===== config.mk =====
export PLATFORM = sky130hd
export DESIGN_NAME = handle_to_id_allocator
export DESIGN_NICKNAME = d
export VERILOG_FILES = /design/src/hia_pkg.sv /design/src/hia_ctrl.sv /design/src/hia_dp.sv /design/src/handle_to_id_allocator.sv
export SDC_FILE = /design/constraint.sdc
export NUM_CORES = 1
export LEC_CHECK = 0
export ABC_CLOCK_PERIOD_IN_PS = 8000
export BUFFER_PORTS_ARGS = -buffer_cell sky130_fd_sc_hd__buf_2
export CAP_MARGIN = 20
export CORE_MARGIN = 4
export CORE_UTILIZATION = 50
export CTS_CLUSTER_SIZE = 16
export DETAILED_ROUTE_END_ITERATION = 7
export PLACE_DENSITY = 0.67
export SLEW_MARGIN = 10
export SYNTH_ARGS = -nofsm -noshare
export SYNTH_HDL_FRONTEND = slang
export SYNTH_SLANG_ARGS = --single-unit
export TNS_END_PERCENT = 30

===== constraint.sdc =====
create_clock -name clk -period 8 [get_ports clk]
set_input_delay 1.6 -clock clk [delete_from_list [all_inputs] [get_ports clk]]
set_output_delay 1.6 -clock clk [all_outputs]
set_load 0.01 [all_outputs]

===== src/hia_pkg.sv =====
// Package for the handle-to-ID allocator: sizes, command codes and the
// controller/datapath interface structs. No dependencies.
package hia_pkg;

	localparam int SLOTS    = 8;
	localparam int ID_LIMIT = 14;
	localparam int HANDLE_W = 32;

	localparam int ID_W   = 4;
	localparam int CNT_W  = 5;
	localparam int SLOT_W = (SLOTS > 1) ? $clog2(SLOTS) : 1;
	localparam int IN_W   = ((2 + HANDLE_W + 8 + 7) / 8) * 8;
	localparam int OUT_W  = 16;

	typedef enum logic [1:0] {
		CMD_ALLOC  = 2'd0,
		CMD_FREE   = 2'd1,
		CMD_LOOKUP = 2'd2,
		CMD_CHECK  = 2'd3
	} cmd_t;

	// controller -> datapath
	typedef struct packed {
		logic load;
		logic match;
		logic srch_inc;
		logic grant;
		logic finish;
	} dp_cmd_t;

	// datapath -> controller
	typedef struct packed {
		cmd_t cmd;
		logic h_zero;
		logic hit;
		logic has_empty;
		logic id_free;
		logic v_last;
		logic out_busy;
	} dp_sts_t;

endpackage


===== src/hia_ctrl.sv =====
// Controller for the handle-to-ID allocator: sequences match, ID search
// and commit. Depends on hia_pkg.
module hia_ctrl
	import hia_pkg::*;
(
	input  logic    clk,
	input  logic    arst_n,
	input  logic    s_tvalid,
	output logic    s_tready,
	input  dp_sts_t sts,
	output dp_cmd_t cmd
);

	typedef enum logic [3:0] {
		ST_IDLE   = 4'b0001,
		ST_MATCH  = 4'b0010,
		ST_SEARCH = 4'b0100,
		ST_DONE   = 4'b1000
	} state_t;

	state_t state_q, state_d;

	always_ff @(posedge clk or negedge arst_n) begin
		if (!arst_n) begin
			state_q <= ST_IDLE;
		end else begin
			state_q <= state_d;
		end
	end

	always_comb begin
		state_d  = state_q;
		cmd      = '0;
		s_tready = 1'b0;
		unique case (state_q)
			ST_IDLE: begin
				s_tready = 1'b1;
				if (s_tvalid) begin
					cmd.load = 1'b1;
					state_d  = ST_MATCH;
				end
			end
			ST_MATCH: begin
				cmd.match = 1'b1;
				if (sts.cmd == CMD_ALLOC && !sts.h_zero && !sts.hit && sts.has_empty) begin
					state_d = ST_SEARCH;
				end else begin
					state_d = ST_DONE;
				end
			end
			ST_SEARCH: begin
				if (sts.id_free) begin
					cmd.grant = 1'b1;
					state_d   = ST_DONE;
				end else if (sts.v_last) begin
					state_d = ST_DONE;
				end else begin
					cmd.srch_inc = 1'b1;
				end
			end
			ST_DONE: begin
				if (!sts.out_busy) begin
					cmd.finish = 1'b1;
					state_d    = ST_IDLE;
				end
			end
			default: begin
				state_d = ST_IDLE;
			end
		endcase
	end

endmodule


===== src/hia_dp.sv =====
// Datapath for the handle-to-ID allocator: slot table, match and ID-use
// logic, search counter and output register. Depends on hia_pkg.
module hia_dp
	import hia_pkg::*;
(
	input  logic             clk,
	input  logic             arst_n,
	input  logic [IN_W-1:0]  s_tdata,
	output logic             m_tvalid,
	input  logic             m_tready,
	output logic [OUT_W-1:0] m_tdata,
	input  dp_cmd_t          cmd,
	output dp_sts_t          sts
);

	logic [SLOTS-1:0]        occ_q;
	logic [HANDLE_W-1:0]     hnd_q [SLOTS];
	logic [ID_W-1:0]         sid_q [SLOTS];
	logic [CNT_W-1:0]        cnt_q;

	cmd_t                    rcmd_q;
	logic [HANDLE_W-1:0]     rh_q;
	logic [7:0]              rqid_q;

	logic                    hit_q;
	logic [SLOT_W-1:0]       hit_idx_q;
	logic [SLOT_W-1:0]       emp_idx_q;
	logic [(1<<ID_W)-1:0]    used_q;
	logic [ID_W-1:0]         v_q;
	logic                    grant_q;

	logic                    ovld_q;
	logic                    ook_q;
	logic [ID_W-1:0]         oid_q;
	logic [3:0]              ocnt_q;

	logic                    hit;
	logic                    has_empty;
	logic [SLOT_W-1:0]       hit_idx;
	logic [SLOT_W-1:0]       emp_idx;
	logic [(1<<ID_W)-1:0]    used;
	logic                    h_zero;

	logic                    f_ok;
	logic [ID_W-1:0]         f_id;
	logic [CNT_W-1:0]        f_cnt;

	assign h_zero = (rh_q == '0);

	always_comb begin
		hit       = 1'b0;
		has_empty = 1'b0;
		hit_idx   = '0;
		emp_idx   = '0;
		for (int i = SLOTS - 1; i >= 0; i--) begin
			if (occ_q[i] && hnd_q[i] == rh_q) begin
				hit     = 1'b1;
				hit_idx = SLOT_W'(i);
			end
			if (!occ_q[i]) begin
				has_empty = 1'b1;
				emp_idx   = SLOT_W'(i);
			end
		end
	end

	always_comb begin
		used = '0;
		for (int j = 0; j < (1 << ID_W); j++) begin
			for (int i = 0; i < SLOTS; i++) begin
				if (j < ID_LIMIT && occ_q[i] && sid_q[i] == ID_W'(j)) begin
					used[j] = 1'b1;
				end
			end
		end
	end

	always_ff @(posedge clk) begin
		if (cmd.load) begin
			rcmd_q <= cmd_t'(s_tdata[1:0]);
			rh_q   <= s_tdata[2 +: HANDLE_W];
			rqid_q <= s_tdata[2 + HANDLE_W +: 8];
		end
		if (cmd.match) begin
			hit_q     <= hit;
			hit_idx_q <= hit_idx;
			emp_idx_q <= emp_idx;
			used_q    <= used;
		end
	end

	always_ff @(posedge clk or negedge arst_n) begin
		if (!arst_n) begin
			v_q     <= '0;
			grant_q <= 1'b0;
		end else begin
			if (cmd.load) begin
				v_q     <= '0;
				grant_q <= 1'b0;
			end else begin
				if (cmd.srch_inc) begin
					v_q <= v_q + 1'b1;
				end
				if (cmd.grant) begin
					grant_q <= 1'b1;
				end
			end
		end
	end

	// result of the committed request
	always_comb begin
		f_ok  = 1'b0;
		f_id  = '0;
		f_cnt = cnt_q;
		unique case (rcmd_q)
			CMD_ALLOC: begin
				f_ok = grant_q;
				if (grant_q) begin
					f_id  = v_q;
					f_cnt = cnt_q + 1'b1;
				end
			end
			CMD_FREE: begin
				f_ok = !h_zero && hit_q;
				if (f_ok) begin
					f_cnt = cnt_q - 1'b1;
				end
			end
			CMD_LOOKUP: begin
				f_ok = !h_zero && hit_q;
				if (f_ok) begin
					f_id = sid_q[hit_idx_q];
				end
			end
			CMD_CHECK: begin
				f_ok = (rqid_q < 8'(ID_LIMIT)) && used_q[rqid_q[ID_W-1:0]];
			end
			default: begin
				f_ok = 1'b0;
			end
		endcase
	end

	always_ff @(posedge clk or negedge arst_n) begin
		if (!arst_n) begin
			occ_q <= '0;
			cnt_q <= '0;
		end else if (cmd.finish) begin
			cnt_q <= f_cnt;
			if (rcmd_q == CMD_ALLOC && grant_q) begin
				occ_q[emp_idx_q] <= 1'b1;
			end else if (rcmd_q == CMD_FREE && f_ok) begin
				occ_q[hit_idx_q] <= 1'b0;
			end
		end
	end

	always_ff @(posedge clk) begin
		if (cmd.finish && rcmd_q == CMD_ALLOC && grant_q) begin
			hnd_q[emp_idx_q] <= rh_q;
			sid_q[emp_idx_q] <= v_q;
		end
	end

	always_ff @(posedge clk or negedge arst_n) begin
		if (!arst_n) begin
			ovld_q <= 1'b0;
		end else if (cmd.finish) begin
			ovld_q <= 1'b1;
		end else if (m_tready) begin
			ovld_q <= 1'b0;
		end
	end

	always_ff @(posedge clk) begin
		if (cmd.finish) begin
			ook_q  <= f_ok;
			oid_q  <= f_id;
			ocnt_q <= f_cnt[CNT_W-1] ? 4'hF : f_cnt[3:0];
		end
	end

	assign m_tvalid = ovld_q;
	assign m_tdata  = {7'b0, ocnt_q, oid_q, ook_q};

	assign sts.cmd       = rcmd_q;
	assign sts.h_zero    = h_zero;
	assign sts.hit       = hit;
	assign sts.has_empty = has_empty;
	assign sts.id_free   = !used_q[v_q];
	assign sts.v_last    = (v_q == ID_W'(ID_LIMIT - 1));
	assign sts.out_busy  = ovld_q && !m_tready;

`ifndef SYNTH
	a_cnt_pop: assert property (@(posedge clk) disable iff (!arst_n)
		cnt_q == CNT_W'($countones(occ_q)))
		else $error("occupied count out of step with slot table");

	a_ok_id: assert property (@(posedge clk) disable iff (!arst_n)
		ovld_q |-> (ook_q || oid_q == '0))
		else $error("id nonzero on a failed request");

	a_grant_free: assert property (@(posedge clk) disable iff (!arst_n)
		cmd.grant |-> (!used_q[v_q] && v_q < ID_W'(ID_LIMIT)))
		else $error("granted an ID already in use");

	a_no_overrun: assert property (@(posedge clk) disable iff (!arst_n)
		(ovld_q && !m_tready) |-> !cmd.finish)
		else $error("result overwritten before taken");
`endif

endmodule


===== src/handle_to_id_allocator.sv =====
// Top level of the handle-to-ID allocator: joins controller and datapath.
// Depends on hia_pkg, hia_ctrl, hia_dp.
//
//  channel | dir | handshake           | tdata fields (lsb first)
//  s       | in  | s_tvalid / s_tready | cmd[1:0] client_handle[33:2] query_id[41:34]
//  m       | out | m_tvalid / m_tready | ok[0] id_out[4:1] used_count[8:5]
//
// Free, lookup and check requests pass through accept, match and commit.
// An allocate refused at match takes the same steps; one that reaches the
// search scans IDs in turn from 0 between match and commit, 1 to 14 of them.
// arst_n clears the slot table valid bits at once.
// A result waits in the output register; the next request is taken
// meanwhile, and commit stalls only while that register is full and not taken.
module handle_to_id_allocator
	import hia_pkg::*;
(
	input  logic             clk,
	input  logic             arst_n,
	input  logic             s_tvalid,
	output logic             s_tready,
	input  logic [IN_W-1:0]  s_tdata,   // cmd, client_handle, query_id, zero pad
	output logic             m_tvalid,
	input  logic             m_tready,
	output logic [OUT_W-1:0] m_tdata    // ok, id_out, used_count, zero pad
);

	dp_cmd_t dcmd;
	dp_sts_t dsts;

	hia_ctrl u_ctrl (
		.clk      (clk),
		.arst_n   (arst_n),
		.s_tvalid (s_tvalid),
		.s_tready (s_tready),
		.sts      (dsts),
		.cmd      (dcmd)
	);

	hia_dp u_dp (
		.clk      (clk),
		.arst_n   (arst_n),
		.s_tdata  (s_tdata),
		.m_tvalid (m_tvalid),
		.m_tready (m_tready),
		.m_tdata  (m_tdata),
		.cmd      (dcmd),
		.sts      (dsts)
	);

endmodule

==> results of run 1 <==
==> final cells by class <==
cell class | instances | area [um2] | share of cell area (%)
Clock inverter | 22 | 280 | 1.45
Tap cell | 448 | 561 | 2.90
Multi-Input combinational cell | 719 | 5440 | 28.2
Inverter | 13 | 48.8 | 0.252
Clock buffer | 51 | 1060 | 5.50
Timing Repair Buffer | 81 | 546 | 2.82
Sequential cell | 383 | 11400 | 58.9
==> critical path: stages (launching register included) <==
cell,delay [ns]
dfstp_2,0.55
nor4b_1,0.54
buf_2,0.25
==> report_power, final <==
part	total [mW]	switching (mW)	internal, mW
logic	0.674	0.384	0.290
clock network	1.88	0.770	1.11
registers	2.60	0.225	2.38
==> stage by stage <==
stage	util [%]	hold WS (ns)
finish	57.2	0.594
global route	57.2	0.647
CTS	57.0	0.605
detailed placement	53.0	0.594
global placement	52.9	0.571
floorplan	-	0.536
==> registers in the layout, indices dropped and copies added (netlist names), 4 cells and up <==
signal / flops
u_ctrl.state_q: 4
u_dp.cnt_q: 5
u_dp.hnd_q: 256
u_dp.occ_q: 8
u_dp.ocnt_q: 4
u_dp.oid_q: 4
u_dp.rh_q: 32
u_dp.rqid_q: 8
u_dp.sid_q: 32
u_dp.used_q: 14
u_dp.v_q: 4
==> logic make-up (layout without fill, tap and decap cells) <==
kind of cell | count (synthesis) | after routing
flops | 383 | 383
simple gates | 317 | 317
xor+xnor | 260 | 260
compound gates | 105 | 105
buf+inv | 75 | 167
mux | 22 | 22
fa+ha+maj | 8 | 8
other cells | 1 | 7
==> routing by layer <==
layer	GRT usage, %	up-vias
met1	29.0	4971
met4	7.16	0
met3	3.15	80
li1	-	4536
met5	0	-
met2	33.3	299
==> synth_stat cells, drive strengths merged, types with 3 or more instances <==
master / count
xnor2: 172
or3: 5
xor2: 88
nand4b: 3
inv: 13
nand3: 32
nor3: 31
or3b: 6
nand4: 46
edfxtp: 360
mux2i: 8
and2: 3
o32ai: 6
o22ai: 42
or4b: 3
nand2: 40
nand3b: 15
and3: 6
nor4: 38
nand2b: 23
a21o: 7
dfrtp: 22
or4: 12
nor2: 39
buf: 45
a21oi: 8
nor4b: 4
ha: 8
clkbuf: 17
mux4: 13
o21ai: 22
or2: 3
nor2b: 6
a21boi: 3
==> layout by cell type, fill, tap and decap left out, drive strengths merged, types with 3 or more instances in the layout <==
master and instances:
a21boi 3, a21o 7, a21oi 8, and2 3, and3 6, buf 81
bufinv 5, clkbuf 51, clkinv 12, clkinvlp 3, conb 7, dfrtp 22
edfxtp 360, ha 8, inv 15, mux2i 8, mux4 13, nand2 40
nand2b 23, nand3 32, nand3b 15, nand4 46, nand4b 3, nor2 39
nor2b 6, nor3 31, nor4 38, nor4b 4, o21ai 22, o22ai 42
o32ai 6, or2 3, or3 5, or3b 6, or4 12, or4b 3
xnor2 172, xor2 88
==> path summary, 6_finish.rpt <==
| path | from | end | slack [ns] | depth (start not counted) |
|---|---|---|---|---|
| worst min register to register | u_dp.m_tvalid | u_dp.m_tvalid | 0.59 | 2 |
| worst max-delay path | u_ctrl.state_q[0] | s_tready | 4.53 | 2 |
| worst min-delay path | u_dp.m_tvalid | u_dp.m_tvalid | 0.59 | 2 |
| min in group asynchronous | arst_n | u_dp.v_q[2] | 1.06 | 1 |
| worst max register to register | u_ctrl.state_q[1] | u_dp.hnd_q[5][5] | 4.81 | 5 |
| max in group asynchronous | arst_n | u_dp.occ_q[0] | 6.55 | 1 |
==> run metrics, run 1 <==
GRT Total Usage 20.6%; Die Width 194 um; vias in the first global route 9797; via count 9886; final wirelength 39300 um; CTS resizes 0; initial antenna violation count 1; WL met1 17400 um; final count of pins violating max slew 0; ys flop type edfxtp_1; worst setup path category reg -> out; Fin Setup TNS 0 ns; final worst slack 4.53 ns; leading area contributor after synthesis edfxtp_1; Root Buffer Master clkbuf_16; H-tree Lvls 2; Post-synth EDFFs 360; share of the synthesized area in the top cell type 62.5%; Setup Fix Bufs, Post-CTS 0; drt first-iter violations 697; Worst Hold Class reg -> reg; CTS sink cnt 383; post-synthesis compound-gate area fraction 4.10%; RePlAce Congestion 0.880; Synth Area in XOR/XNOR 13.2%; ratio of cells with drive above 1 in the final layout 15.4%; Tmin final 3.47 ns; Post-DP HPWL 24900 um; Slew HR 22.8%; FP Rows 67; Max IR drop VDD 0.214 mV; Design Area, Final 0.0193 mm2; Simple-Gate Fraction of Synth Area 10.8%; DRT Pass-1 Iters 5; count of input and output buffers 56; met2 routed WL 18700 um; total congestion overflow 0; met3 WL 1890 um; y dimension of the die 194 um; IO Pins 70; CP required 6.40 ns; CP startpoint kind register; placed cell count 1640; synthesized area 0.0173 mm2; Clk Latency, worst-skew pair 0.55 ns; Area after DPL 0.0179 mm2; Yosys reg bits 383; syn_area_per_cell 14.8 um2; Remaining DRCs 0; CP max FO 5; crit path DAT 1.87 ns; Pwr Total 5.16 mW; TritonCTS clock tree yes; largest net degree at the start of global routing 48; Avg WL per Cell 22.9 um; crit path capture type primary output; Net count, final 1298; Seq/Total Area, Yosys 65.9%; status finished, final reports clean; Synth-to-Final Area Change 11.8%; clock buffer count from CTS 40; Final setup viols 0; main combinational cell family by area after synthesis XOR/XNOR gates; Inserted Diodes 0; Core ar. 0.0338 mm2; post-synthesis mux area share 2.24%; post-synthesis adder-cell area fraction 0.579%; Worst-Margin Slew 1.16 ns; FFs w/ async S/R, synth 6.01%; Max Clock Freq 288 MHz; leakage power 6.29 nW; synth unique cells 74; clock buffer depth 3; first-pass GRT wire length 60100 um; Final Cycle Share 43.4%; Hold-fix buffers, CTS 0; Syn Inst Count 1171; RSZ-0062 raised after global routing false; PwrDens 267 mW/mm2; Synthesis Warnings 0; max_cap viols 0; top post-synthesis cells by area edfxtp_1, xnor2_1, xor2_1, dfrtp_1, nand4_1; Clock Skew 0.0213 ns; Fin. Hold Viols 0; Placement Setup Slack 3.89 ns; final-layout fill cell count 2624; die area 0.0376 mm2; Initial Utilization 51.2%; vias per inst 5.76; clk slew on worst S/H paths 0.06 ns; uppermost layer routed met4; Post-DRT Antenna Nets 0; final cell count without fillers 1717
(Power assumes the default switching activity.)
==> inputs of run 2 (changes only) <==
--- a/config.mk
+++ b/config.mk
@@ -5,14 +5,14 @@
 export SDC_FILE = /design/constraint.sdc
 export NUM_CORES = 1
 export LEC_CHECK = 0
-export ABC_CLOCK_PERIOD_IN_PS = 8000
+export ABC_CLOCK_PERIOD_IN_PS = 3150
 export BUFFER_PORTS_ARGS = -buffer_cell sky130_fd_sc_hd__buf_2
 export CAP_MARGIN = 20
 export CORE_MARGIN = 4
 export CORE_UTILIZATION = 50
 export CTS_CLUSTER_SIZE = 16
 export DETAILED_ROUTE_END_ITERATION = 7
-export PLACE_DENSITY = 0.67
+export PLACE_DENSITY = 0.69
 export SLEW_MARGIN = 10
 export SYNTH_ARGS = -nofsm -noshare
 export SYNTH_HDL_FRONTEND = slang
==> constraint.sdc (replaced) <==
create_clock -name clk -period 3.15 [get_ports clk]
set_input_delay 0.63 -clock clk [delete_from_list [all_inputs] [get_ports clk]]
set_output_delay 0.63 -clock clk [all_outputs]
set_load 0.01 [all_outputs]
==> run 2 against run 1 <==
Net effect: worst setup slack worse by 4.2 ns; clock skew up 0.011 ns; critical endpoint is now u_dp.ocnt_q[1]; largest power group unchanged; largest cell class unchanged; power rose to 2.5 times the previous value; register-to-register slack worse by 4.5 ns.
==> run metrics, run 2 (synthesis results as in run 1) <==
status finished, final reports clean; CTS sink cnt 383 (unchanged); Fin Setup TNS 0 ns (unchanged); hold slack 0.0702 ns (-0.524 ns); ratio of cells with drive above 1 in the final layout 17.8% (+2.4 points); Worst Hold Class in -> async; CP max FO 13 (+8); Worst-Margin Slew 0.802 ns (-0.356 ns); Pwr Total 12.9 mW (+150%); Die Width 194 um (unchanged); RePlAce Congestion 0.907 (+3.1%); Hold-fix buffers, CTS 0 (unchanged); Net count, final 1344 (+3.5%); Final Cycle Share 90.9%; via count 10200 (+2.8%); DRT Pass-1 Iters 5 (unchanged); Inserted Diodes 0 (unchanged); GRT Total Usage 21.5% (+0.85 points); Max IR drop VDD 0.605 mV (+180%); CTS resizes 0 (unchanged); Area after DPL 0.0184 mm2 (+2.9%); crit path capture type register; Clock Skew 0.0323 ns (+0.0110 ns); Avg WL per Cell 23.4 um (+2.2%); Post-DRT Antenna Nets 0 (unchanged); clock buffer depth 3 (unchanged); drt first-iter violations 919 (+32%); max FFs per register 256 (unchanged); die area 0.0376 mm2 (unchanged); IO Pins 70 (unchanged); Root Buffer Master clkbuf_16; Regs by FF count u_dp.hnd_q: 256 flops, u_dp.rh_q: 32 flops, u_dp.sid_q: 32 flops; TritonCTS clock tree yes; final-layout fill cell count 2590 (-1.3%); Placement Setup Slack 0.359 ns (-3.53 ns); final worst slack 0.287 ns (-4.24 ns); Initial Utilization 51.2% (unchanged); Post-DP HPWL 28100 um (+13%); Final setup viols 0 (unchanged); H-tree Lvls 2 (unchanged); first-pass GRT wire length 62300 um (+3.7%); path depth of the worst reg2reg path 8 (+3); CP required 3.42 ns (-2.98 ns); Clk Latency, worst-skew pair 0.56 ns (about the same); crit path DAT 3.14 ns (+1.27 ns); max_cap viols 0 (unchanged); total congestion overflow 0 (unchanged); Synth-to-Final Area Change 13.6%; leakage power 6.50 nW (+3.2%); clk slew on worst S/H paths 0.06 ns (about the same); y dimension of the die 194 um (unchanged); most frequent cells in the layout edfxtp_1, xnor2_1, xor2_1; Tmin final 2.86 ns; commonest non-fill, non-tap cell in the layout edfxtp_1; largest net degree at the start of global routing 48 (unchanged); PwrDens 659 mW/mm2 (+150%); final cell count without fillers 1759 (+2.4%); Core ar. 0.0338 mm2 (unchanged); Design Area, Final 0.0196 mm2 (+1.6%); Max Clock Freq 349 MHz; Most flops, register u_dp.hnd_q; FP Rows 67 (unchanged); final count of pins violating max slew 0 (unchanged); area of the multi-input gates 0.00545 mm2 (+0.11%); RSZ-0062 raised after global routing false; CP startpoint kind register; vias in the first global route 10000 (+2.5%); Setup Fix Bufs, Post-CTS 0 (unchanged); Remaining DRCs 0 (unchanged); vias per inst 5.78 (+0.35%); initial antenna violation count 0 (-1); worst setup path category reg -> reg; placed cell count 1690 (+3.0%); clock buffer count from CTS 40 (unchanged); Fin. Hold Viols 0 (unchanged); final wirelength 41100 um (+4.7%); Slew HR 46.6% (+24 points); area occupied by registers 0.0114 mm2 (unchanged); count of input and output buffers 56 (unchanged); Layout Utilization 58.1% (+0.91 points)
[run 2: changes by cell type in the layout (fill, tap and decap cells not counted), moves of 2 or more]
cell        previous run  this run
buf_4                 20        59
buf_12                 3        12
bufinv_16              5         2
clkbuf_8               2         0
buf_16                 2         0
clkinvlp_4             3         0
clkinv_1               5         9
[run 2: power breakdown]
group	internal, mW	switching (mW)
registers	6.04	0.533
clock network	2.52	1.92
logic	0.882	1.06
total	9.43	3.51
[run 2: path summary, 6_finish.rpt]
check | from | end | slack [ns]
max reg2reg | u_dp.rh_q[8] | u_dp.ocnt_q[1] | 0.29
max | u_dp.rh_q[8] | u_dp.ocnt_q[1] | 0.29
max in group asynchronous | arst_n | u_ctrl.state_q[0] | 2.71
min | arst_n | u_dp.v_q[2] | 0.07
min in group clk | s_tdata[32] | u_dp.rh_q[30] | 0.25
min reg2reg | u_dp.rh_q[5] | u_dp.hnd_q[7][5] | 0.60
[run 2: metal layers]
metal | vias up | wire, um | global-route usage [%]
met1 | 5133 | 17900 | 29.6
met2 | 328 | 19700 | 35.3
met4 | 0 | 1390 | 7.14
li1 | 4620 | - | -
met5 | - | 0 | 0
met3 | 82 | 2100 | 3.54
[run 2: worst max-delay path, stage by stage, from the launching register on]
cell	delay, ns
edfxtp_1	0.87
nor4_1	0.11
nand4_1	0.32
nor2_1	0.12
nor2b_1	0.30
nand2_1	0.20
o22a_1	0.23
a221oi_1	0.36
nand2_1	0.09
[run 2: final cells by class]
class	count	share of cell area (%)
inverter	13	0.248
sequential	383	58.0
timing repair buffer	127	4.91
tap	448	2.85
clock buffer	49	5.27
clock inverter	20	0.981
multi-input combinational	719	27.8
